===== config.mk =====
export PLATFORM = sky130hd
export DESIGN_NAME = integer_matrix_multiply_top
export DESIGN_NICKNAME = d
export VERILOG_FILES = /design/src/design/imm_pkg.sv /design/src/design/imm_store.sv /design/src/design/imm_mac.sv /design/src/design/integer_matrix_multiply_top.sv
export VERILOG_INCLUDE_DIRS = /design/src /design/src/design
export SDC_FILE = /design/constraint.sdc
export NUM_CORES = 2
export LEC_CHECK = 0
export ABC_AREA = 1
export BUFFER_PORTS_ARGS = -buffer_cell sky130_fd_sc_hd__buf_2
export CAP_MARGIN = 20
export CORE_UTILIZATION = 50
export CTS_BUF_LIST = sky130_fd_sc_hd__clkbuf_8
export DETAILED_ROUTE_END_ITERATION = 6
export PLACE_DENSITY = 0.65
export SYNTH_ARGS = -nofsm -noshare
export SYNTH_HDL_FRONTEND = slang
export SYNTH_SLANG_ARGS = --single-unit

===== constraint.sdc =====
create_clock -name clk -period 10.95 [get_ports clk]
set_input_delay 2.19 -clock clk [delete_from_list [all_inputs] [get_ports clk]]
set_output_delay 2.19 -clock clk [all_outputs]
set_load 0.02 [all_outputs]

===== src/design/integer_matrix_multiply_top_assert.svh =====
// Assertion macros used by the matrix multiply top level.
// Each macro expects clk and rst_n in scope.
`ifndef INTEGER_MATRIX_MULTIPLY_TOP_ASSERT_SVH
`define INTEGER_MATRIX_MULTIPLY_TOP_ASSERT_SVH

`ifndef SYNTHESIS

// Same-cycle implication.
`define IMM_ASSERT_IMP(lbl, ante, cons, msg) \
    lbl: assert property (@(posedge clk) disable iff (!rst_n) (ante) |-> (cons)) \
        else $error(msg);

// Next-cycle implication.
`define IMM_ASSERT_NEXT(lbl, ante, cons, msg) \
    lbl: assert property (@(posedge clk) disable iff (!rst_n) (ante) |=> (cons)) \
        else $error(msg);

`else

`define IMM_ASSERT_IMP(lbl, ante, cons, msg)
`define IMM_ASSERT_NEXT(lbl, ante, cons, msg)

`endif

`endif


===== src/design/imm_pkg.sv =====
package imm_pkg;

    localparam int MAX_DIM = 8;
    localparam int DIM_W   = $clog2(MAX_DIM);
    localparam int ADDR_W  = 2 * DIM_W;
    localparam int DEPTH   = MAX_DIM * MAX_DIM;
    localparam int CFG_W   = 4;
    localparam int VAL_W   = 16;
    localparam int ACC_W   = 32;

    // Transaction modes
    localparam logic [1:0] MODE_LOAD_FIRST  = 2'd0;
    localparam logic [1:0] MODE_LOAD_SECOND = 2'd1;
    localparam logic [1:0] MODE_COMPUTE     = 2'd2;

    // Configuration register indexes
    localparam logic [1:0] REG_ROWS_FIRST  = 2'd0;
    localparam logic [1:0] REG_INNER_DIM   = 2'd1;
    localparam logic [1:0] REG_COLS_SECOND = 2'd2;

    typedef struct packed {
        logic [1:0]              mode;
        logic [DIM_W-1:0]        elem_row;
        logic [DIM_W-1:0]        elem_col;
        logic signed [VAL_W-1:0] elem_value;
    } in_item_t;

    typedef struct packed {
        logic [DIM_W-1:0]        out_row;
        logic [DIM_W-1:0]        out_col;
        logic signed [ACC_W-1:0] product_value;
        logic                    last;
    } out_item_t;

    // Control that travels alongside each multiply-accumulate step
    typedef struct packed {
        logic valid;
        logic first;
        logic last;
    } mac_ctl_t;

    // Highest index for a dimension register; zero acts as one, large values clamp.
    function automatic logic [DIM_W-1:0] dim_last(input logic [CFG_W-1:0] v);
        logic [DIM_W-1:0] r;
        if (v == '0)
            r = '0;
        else if (int'(v) > MAX_DIM)
            r = DIM_W'(MAX_DIM - 1);
        else
            r = DIM_W'(v - 1'b1);
        return r;
    endfunction

endpackage


===== src/design/imm_store.sv =====
module imm_store (
    input  logic                                clk,
    input  logic                                we_first,
    input  logic                                we_second,
    input  logic [imm_pkg::ADDR_W-1:0]          wr_addr,
    input  logic signed [imm_pkg::VAL_W-1:0]    wr_data,
    input  logic [imm_pkg::ADDR_W-1:0]          rd_addr_a,
    input  logic [imm_pkg::ADDR_W-1:0]          rd_addr_b,
    output logic signed [imm_pkg::VAL_W-1:0]    rd_a,
    output logic signed [imm_pkg::VAL_W-1:0]    rd_b
);
    import imm_pkg::*;

    logic signed [VAL_W-1:0] first_mem  [0:DEPTH-1];
    logic signed [VAL_W-1:0] second_mem [0:DEPTH-1];
    logic signed [VAL_W-1:0] rd_a_reg;
    logic signed [VAL_W-1:0] rd_b_reg;

    always_ff @(posedge clk)
    begin
        if (we_first)
            first_mem[wr_addr] <= wr_data;
        rd_a_reg <= first_mem[rd_addr_a];
    end

    always_ff @(posedge clk)
    begin
        if (we_second)
            second_mem[wr_addr] <= wr_data;
        rd_b_reg <= second_mem[rd_addr_b];
    end

    assign rd_a = rd_a_reg;
    assign rd_b = rd_b_reg;

endmodule


===== src/design/imm_mac.sv =====
module imm_mac (
    input  logic                                clk,
    input  logic                                rst_n,
    input  imm_pkg::mac_ctl_t                   ctl,
    input  logic signed [imm_pkg::VAL_W-1:0]    a,
    input  logic signed [imm_pkg::VAL_W-1:0]    b,
    output logic [imm_pkg::ACC_W-1:0]           acc,
    output logic                                done
);
    import imm_pkg::*;

    // ctl arrives with the read address; stage 1 lines up with the read data,
    // stage 2 with the product register.
    mac_ctl_t                ctl1_reg;
    mac_ctl_t                ctl2_reg;
    logic signed [ACC_W-1:0] prod_reg;
    logic [ACC_W-1:0]        acc_reg;
    logic [ACC_W-1:0]        acc_next;
    logic                    done_reg;

    always_ff @(posedge clk or negedge rst_n)
    begin
        if (!rst_n)
        begin
            ctl1_reg <= '0;
            ctl2_reg <= '0;
            done_reg <= 1'b0;
        end
        else
        begin
            ctl1_reg <= ctl;
            ctl2_reg <= ctl1_reg;
            done_reg <= ctl2_reg.valid && ctl2_reg.last;
        end
    end

    always_ff @(posedge clk)
    begin
        prod_reg <= a * b;
        if (ctl2_reg.valid)
            acc_reg <= acc_next;
    end

    // Sum wraps modulo 2^32
    assign acc_next = ctl2_reg.first ? ACC_W'(prod_reg) : acc_reg + ACC_W'(prod_reg);

    assign acc  = acc_reg;
    assign done = done_reg;

endmodule


===== src/design/integer_matrix_multiply_top.sv =====
// Integer matrix multiply.
// Input channel (in_valid / in_stall / in_data): each transaction either
// loads one 16-bit signed element of the first or second matrix at
// (elem_row, elem_col), or starts a compute; the unused mode is ignored.
// The block stays ready between loads, so loads stream back to back.
// A compute walks the stored matrices with one shared multiplier and
// accumulator, one multiply-accumulate per cycle while the inner index
// steps, and emits the product in row-major order on the output channel
// (out_valid / out_stall / out_data), with last set on the final element.
// Each product element goes through inner_dim read/MAC steps, then the
// read register, product register and accumulator, and then the output
// register; the next element starts only once that one is accepted.
// in_stall is high for the whole compute. While out_stall holds an
// element, the sequencer waits and the element stays unchanged.
// Configuration (cfg_we / cfg_index / cfg_data) is to be written by the
// user only while idle; the block itself does not enforce this.
// Reset sets all three dimensions to 8; matrix contents are undefined until
// loaded, and there is no clearing pass.
`include "integer_matrix_multiply_top_assert.svh"

module integer_matrix_multiply_top (
    input  logic                        clk,
    input  logic                        rst_n,
    input  logic                        cfg_we,
    input  logic [1:0]                  cfg_index,
    input  logic [imm_pkg::CFG_W-1:0]   cfg_data,
    input  logic                        in_valid,
    output logic                        in_stall,
    input  imm_pkg::in_item_t           in_data,
    output logic                        out_valid,
    input  logic                        out_stall,
    output imm_pkg::out_item_t          out_data
);
    import imm_pkg::*;

    typedef enum logic [1:0] {
        IDLE,
        RUN,
        DRAIN,
        EMIT
    } state_t;

    state_t           state_reg, state_next;
    logic [CFG_W-1:0] rows_first_reg;
    logic [CFG_W-1:0] inner_dim_reg;
    logic [CFG_W-1:0] cols_second_reg;
    logic [DIM_W-1:0] m_last_reg, m_last_next;
    logic [DIM_W-1:0] n_last_reg, n_last_next;
    logic [DIM_W-1:0] q_last_reg, q_last_next;
    logic [DIM_W-1:0] i_reg, i_next;
    logic [DIM_W-1:0] j_reg, j_next;
    logic [DIM_W-1:0] k_reg, k_next;
    logic             out_valid_reg, out_valid_next;
    out_item_t        out_data_reg, out_data_next;

    logic             idle_take;
    logic             elem_last;
    mac_ctl_t         mac_ctl;
    logic signed [VAL_W-1:0] rd_a;
    logic signed [VAL_W-1:0] rd_b;
    logic [ACC_W-1:0] mac_acc;
    logic             mac_done;

    always_ff @(posedge clk or negedge rst_n)
    begin
        if (!rst_n)
        begin
            rows_first_reg  <= CFG_W'(MAX_DIM);
            inner_dim_reg   <= CFG_W'(MAX_DIM);
            cols_second_reg <= CFG_W'(MAX_DIM);
        end
        else if (cfg_we)
        begin
            unique case (cfg_index)
                REG_ROWS_FIRST:  rows_first_reg  <= cfg_data;
                REG_INNER_DIM:   inner_dim_reg   <= cfg_data;
                REG_COLS_SECOND: cols_second_reg <= cfg_data;
                default: ;
            endcase
        end
    end

    assign idle_take = in_valid && (state_reg == IDLE);
    assign elem_last = (i_reg == m_last_reg) && (j_reg == q_last_reg);

    assign mac_ctl.valid = (state_reg == RUN);
    assign mac_ctl.first = (k_reg == '0);
    assign mac_ctl.last  = (k_reg == n_last_reg);

    imm_store u_store (
        .clk       (clk),
        .we_first  (idle_take && (in_data.mode == MODE_LOAD_FIRST)),
        .we_second (idle_take && (in_data.mode == MODE_LOAD_SECOND)),
        .wr_addr   ({in_data.elem_row, in_data.elem_col}),
        .wr_data   (in_data.elem_value),
        .rd_addr_a ({i_reg, k_reg}),
        .rd_addr_b ({k_reg, j_reg}),
        .rd_a      (rd_a),
        .rd_b      (rd_b)
    );

    imm_mac u_mac (
        .clk   (clk),
        .rst_n (rst_n),
        .ctl   (mac_ctl),
        .a     (rd_a),
        .b     (rd_b),
        .acc   (mac_acc),
        .done  (mac_done)
    );

    always_comb
    begin
        state_next     = state_reg;
        m_last_next    = m_last_reg;
        n_last_next    = n_last_reg;
        q_last_next    = q_last_reg;
        i_next         = i_reg;
        j_next         = j_reg;
        k_next         = k_reg;
        out_valid_next = out_valid_reg;
        out_data_next  = out_data_reg;

        unique case (state_reg)
            IDLE:
            begin
                if (in_valid && (in_data.mode == MODE_COMPUTE))
                begin
                    m_last_next = dim_last(rows_first_reg);
                    n_last_next = dim_last(inner_dim_reg);
                    q_last_next = dim_last(cols_second_reg);
                    i_next      = '0;
                    j_next      = '0;
                    k_next      = '0;
                    state_next  = RUN;
                end
            end
            RUN:
            begin
                if (k_reg == n_last_reg)
                    state_next = DRAIN;
                else
                    k_next = k_reg + 1'b1;
            end
            DRAIN:
            begin
                if (mac_done)
                begin
                    out_valid_next              = 1'b1;
                    out_data_next.out_row       = i_reg;
                    out_data_next.out_col       = j_reg;
                    out_data_next.product_value = signed'(mac_acc);
                    out_data_next.last          = elem_last;
                    state_next                  = EMIT;
                end
            end
            EMIT:
            begin
                if (!out_stall)
                begin
                    out_valid_next = 1'b0;
                    k_next         = '0;
                    if (j_reg == q_last_reg)
                    begin
                        j_next = '0;
                        i_next = i_reg + 1'b1;
                    end
                    else
                        j_next = j_reg + 1'b1;
                    state_next = elem_last ? IDLE : RUN;
                end
            end
        endcase
    end

    always_ff @(posedge clk or negedge rst_n)
    begin
        if (!rst_n)
        begin
            state_reg     <= IDLE;
            out_valid_reg <= 1'b0;
            out_data_reg  <= '0;
            m_last_reg    <= '0;
            n_last_reg    <= '0;
            q_last_reg    <= '0;
            i_reg         <= '0;
            j_reg         <= '0;
            k_reg         <= '0;
        end
        else
        begin
            state_reg     <= state_next;
            out_valid_reg <= out_valid_next;
            out_data_reg  <= out_data_next;
            m_last_reg    <= m_last_next;
            n_last_reg    <= n_last_next;
            q_last_reg    <= q_last_next;
            i_reg         <= i_next;
            j_reg         <= j_next;
            k_reg         <= k_next;
        end
    end

    assign in_stall  = (state_reg != IDLE);
    assign out_valid = out_valid_reg;
    assign out_data  = out_data_reg;

    `IMM_ASSERT_IMP(a_out_only_in_emit, out_valid_reg, state_reg == EMIT, "result outside EMIT")
    `IMM_ASSERT_IMP(a_done_in_drain, mac_done, state_reg == DRAIN, "MAC finished outside DRAIN")
    `IMM_ASSERT_IMP(a_last_matches, out_valid_reg && out_data_reg.last,
        (out_data_reg.out_row == m_last_reg) && (out_data_reg.out_col == q_last_reg),
        "last flag on wrong element")
    `IMM_ASSERT_NEXT(a_k_steps, (state_reg == RUN) && (k_reg != n_last_reg),
        k_reg == DIM_W'($past(k_reg) + 1'b1), "inner index skipped")

endmodule


# Yosys cells after proc, flatten, opt, wreduce, memory -nomap -nowiden
# Memories as Yosys holds them, arrays and structs flattened. A register that Yosys moved wholly into a read port is not among the register bits.
# Index checks and enable logic that the tools add are counted.
[op_classes]
add_sub_neg = 7
multipliers = 1
order_cmp = 3
eq_ne = 16
n_mux = 30
reduce_logical = 27
[ops]
columns = ["cell", "n"]
rows = [
  ["3-bit 2-to-1 mux", 13],
  ["32-bit adder", 1],
  ["16-bit by 16-bit multiplier with 32-bit output", 1],
  ["32-bit 2-to-1 mux", 1],
  ["4-bit > comparator, second input constant", 3],
  ["4-bit zero test", 3],
  ["3-bit case mux with 2 select lines", 2],
  ["4-bit AND reduction", 3],
  ["2-bit AND reduction", 5],
  ["3-bit by 1-bit adder with 3-bit output, second input constant", 3],
  ["3-bit equality test", 3],
  ["3-bit case mux with 3 select lines", 1],
  ["3-bit by 1-bit subtractor with 3-bit output, second input constant", 3],
  ["2-bit equality test, second input constant", 4],
  ["2-bit 2-to-1 mux", 4],
  ["2-bit != test, second input constant", 4],
  ["2-bit case mux with 4 select lines", 1],
  ["1-bit 2-to-1 mux", 7],
  ["2-bit by 1-bit equality test with 1-bit output, second input constant", 3],
  ["1-bit logical AND", 6],
  ["2-bit zero test", 3],
  ["3-bit AND reduction", 2],
  ["2-bit nonzero test", 3],
  ["2-bit by 1-bit != test with 1-bit output, second input constant", 2],
  ["other kinds (3)", 3],
]
[word_totals]
ff_bits = 143
mem_bits_rw = 2048
output_inout_bits = 41
mem_count = 2
[memory_table]
columns = ["memory", "depth", "width", "rd", "rd_ports_with_merged_regs", "write_ports", "line_no", "rtl"]
rows = [
  ["u_store.first_mem", 64, 16, 1, 1, 1, "imm_store.sv:14", "logic signed [VAL_W-1:0] first_mem [0:DEPTH-1];"],
  ["u_store.second_mem", 64, 16, 1, 1, 1, "imm_store.sv:15", "logic signed [VAL_W-1:0] second_mem [0:DEPTH-1];"],
]

# Depth between registers and ports, before layout
[depth]
ltp_word = 5
mapped_depth = 28

# By module
# A second synthesis with hierarchy kept.
[hier_totals]
cells_unflattened = 9489
area_unflattened_um2 = 102783.6
[modules_own_cells]
columns = ["mod", "n_inst", "cells_per_inst", "area_each_um2", "seq_area_each_um2"]
rows = [
  ["imm_store", 1, 7043, 84273.3, 62139.6],
  ["imm_mac", 1, 2061, 15209.6, 1776.7],
  ["integer_matrix_multiply_top", 1, 385, 3300.7, 1805.5],
]

# Least setup slack after synthesis
# Ideal clock, no wire load.
[synth_timing]
path_type = "reg2reg"
start = "register u_store.rd_a_reg[15] (netlist: u_store.rd_a[15]) (read register of u_store.first_mem)"
end = "register u_mac.prod_reg[26]"
t_arrival_ns = 5.224
required_time_ns = 10.837
path_slack_ns = 5.613
stages_incl_launch_ff = 20
path_buffers = 1
path_cell_list = "dfxtp_1 > clkbuf_1 > nand2_1 > inv_1 > fa_1 > fa_1 > inv_1 > fa_1 > fa_1 > fa_1 > fa_1 > inv_1 > ha_1 > nand2_1 > nor2_1 > inv_1 > nor3_1 > nand3_1 > nand4_1 > nand2_1"
[synth_via]
elab_chain_len = 1
[synth_rtl]
columns = ["item", "line_no", "rtl"]
rows = [
  ["start: declaration", "imm_store.sv:16", "logic signed [VAL_W-1:0] rd_a_reg;"],
  ["16-bit by 16-bit multiplier with 32-bit output", "imm_mac.sv:39", "prod_reg <= a * b;"],
  ["end signal: assignment", "imm_mac.sv:39", ""],
  ["end: declaration", "imm_mac.sv:16", "logic signed [ACC_W-1:0] prod_reg;"],
]
# No other way between the ends.
# A chain may end at the register's enable or synchronous reset.

# Final worst setup path
[layout_timing]
start = "register u_store.rd_b_reg[2] (netlist: u_store.rd_b[2]) (read register of u_store.second_mem)"
end = "register u_mac.prod_reg[26]"
[layout_via]
elab_chain_len = 1
[layout_rtl]
columns = ["item", "line_no", "rtl"]
rows = [
  ["start: declaration", "imm_store.sv:17", "logic signed [VAL_W-1:0] rd_b_reg;"],
  ["16-bit by 16-bit multiplier with 32-bit output", "imm_mac.sv:39", ""],
]
# No other way between the ends.

==> results.yml <==
outcome:
  status: "completed"
critical_path:
  reg2reg_depth: 19
  r2r_start: "u_store.rd_b[2]"
  setup.worst_path.start: "u_store.rd_b[2]"
  start_kind: "flop"
  cpMostUsedCell: "fa_1"
  crit_path_cell_trace: "nand2_1, inv_1, fa_1, fa_1, fa_1, fa_1, fa_1, inv_1, fa_1, inv_1, ha_1, nand2_1, nor2_1, inv_1, nor3_1, nand3_1, nand3_1, nand2_1, nand2_1"
  cp.arrival_ns: 7.16
  rr_endpoint: "u_mac.prod_reg[26]"
  crit_path_max_fanout: 16
  worst_path_max_delay_cell: "dfxtp_1"
  path_buf_inv: 4
  critPathMaxStageDelay_ns: 0.82
  r2r_slack_ns: 4.81
  crit_cells: 19
  required_ns: 11.97
  cp_top_family: "adder cells"
  cp-end-kind: "flop"
  crit_type: "flop to flop"
clock_tree:
  ctsResizeCount: 0
  cts_root_buf: "clkbuf_8"
  post-cts-setup-buffer-count: 0
  numCtsBuffers: 372
  htreeDepth: 5
  cts_tree: "yes"
  path_clk_slew_ns: 0.06
  clockBufferDepth: 4
  clock_latency_ns: 1.10
  cts_hold_buf: 0
  cts.sinks: 2223
grt:
  grt_overflow: 0
  grt_pass1_vias: 67520
  grt_max_degree: 194
  antenna_found_initial: 15
  grt_pass1_wl_mm: 428.2
  grt_use_total: 0.2793
sta:
  setup_tns_ns: 0
  relSlewSlack: 0.2487
  finalCriticalPeriod_ns: 6.141
  fmax_ghz: 0.1629
  grt_setup_unrepaired: "no"
  worstMarginPinSlew_ns: 1.126
  period_share: 0.5608
  maxSlewViolCount: 0
  finalHoldViolations: 0
  fin_skew_ns: 0.08963
  setup_viol: 0
floorplan:
  core_sq_mm: 0.2019
  die_y_microns: 452.6
  ios: 76
  die-area_sq_mm: 0.2048
  initial_core_util: 0.5027
  die_x_microns: 452.6
  row_count: 165
yosys:
  ys_types: 36
  synth-edff-count: 2080
  yosys_register_bits: 2223
  yosys_warnings: 0
  ys.flop_type: "edfxtp_1"
  async_flop_share: 0.03554
  synth.cell_area_sq_mm: 0.1015
  syn-instance-count: 9281
  avgSynthCellArea_sq_um: 10.94
  syn-num-nets: 9703
  seq_area_frac_synth: 0.6475
drt:
  route.antenna.remaining_nets: 0
  drtIter0Drc: 7318
  detail_route.wl_per_cell_microns: 23.20
  vias_per_cell: 5.613
  finalWirelength_mm: 286.2
  post-route-drc-count: 0
  vias: 69220
  firstDrtPassIters: 7
finish:
  layout-drive-gt1-share: 0.08193
  area_growth_pct: 9.524
  layout_commonest_cell: "nand2_1"
  layout_common_cells: "nand2_1, edfxtp_1, nand3_1"
  fin_nets: 9816
worst_hold_path:
  holdPathEnd: "u_mac.ctl2_reg[1]"
  hold_class: "flop to flop"
  hp-start: "u_mac.ctl1_reg[1]"
  hold_path_depth: 0
place:
  port_buffers: 75
  dp.final_hpwl_mm: 171.5
  gp_congestion: 0.9028
run:
  drv_cap: 0
## synthesized netlist by cell type (18+ instances only)
master	n	area, sq um
nand2_1	2956	11100
edfxtp_1	2080	62460
nand3_1	1863	9324
inv_1	651	2444
buf_2	317	1587
fa_1	263	5265
nor2_1	222	833.3
clkbuf_1	153	574.3
a21oi_1	125	625.6
ha_1	124	1551
o21ai_0	101	505.5
dfrtp_1	76	1902
dfxtp_1	64	1281
buf_1	41	153.9
o211ai_1	34	255.2
mux2_2	31	349.1
nor3_1	31	155.2
xnor2_1	22	192.7
xor2_1	21	183.9
nand4_1	18	112.6
## kinds of logic after synthesis
family / after synthesis / share of synthesized area
and+or+nand+nor: 5130 / 0.2146
xor gates and xnor gates: 43 / 0.003710
buffers and inverters: 1189 / 0.04865
AOI/OAI and AO/OA: 278 / 0.01498
muxes: 31 / 0.003439
adders and majority gates: 387 / 0.06716
DFF: 2223 / 0.6475
## cell type report
cell class              instances  area (sq um)
multi-input cells            5869         30960
clock buffers                 391          5381
flip-flops and latches       2223         65750
well taps                    2672          3343
inverters                     659          2514
repair buffers                269          2052
clock inverters               244          1160
diodes                          5         12.51
fillers                     17210         90740
## layer usage
layer	vias to the layer above	routed length, microns	GRT usage
li1	31770	-	-
met1	33880	114700	0.3707
met2	2980	136400	0.4520
met3	576	22380	0.04736
met4	8	12690	0.1249
met5	-	48	0
## how the worst max path moves through the flow
stage	endpoint
floorplan	u_mac.prod_reg[26]
global placement	u_mac.prod_reg[31]
detailed placement	u_mac.prod_reg[26]
CTS	u_mac.prod_reg[26]
global route	u_mac.prod_reg[26]
finish	u_mac.prod_reg[26]
## through the flow
stage	utilization	setup WS (ns)	cell area, sq um	cells	hold WS, ns
2_1_floorplan	-	5.613	101500	9281	0.3312
3_3_place_gp	0.5174	4.867	104500	11680	0.3350
3_5_place_dp	0.5178	4.802	104600	11690	0.3370
4_1_cts	0.5502	4.785	111100	12320	0.3503
5_1_grt	0.5506	4.466	111200	12330	0.3568
6_report	0.5506	4.809	111200	12330	0.3477
## worst register-to-register path, cell delays in order (launching register included)
cell	delay, ns
dfxtp_1	0.82
nand2_1	0.22
inv_1	0.13
fa_1	0.54
fa_1	0.82
fa_1	0.53
fa_1	0.51
fa_1	0.50
inv_1	0.05
fa_1	0.47
inv_1	0.04
ha_1	0.38
nand2_1	0.15
nor2_1	0.18
inv_1	0.08
nor3_1	0.26
nand3_1	0.15
nand3_1	0.13
nand2_1	0.06
nand2_1	0.05
Power is not shown: default switching activity piles up to over one toggle a cycle in this logic, so the estimate is an artifact.
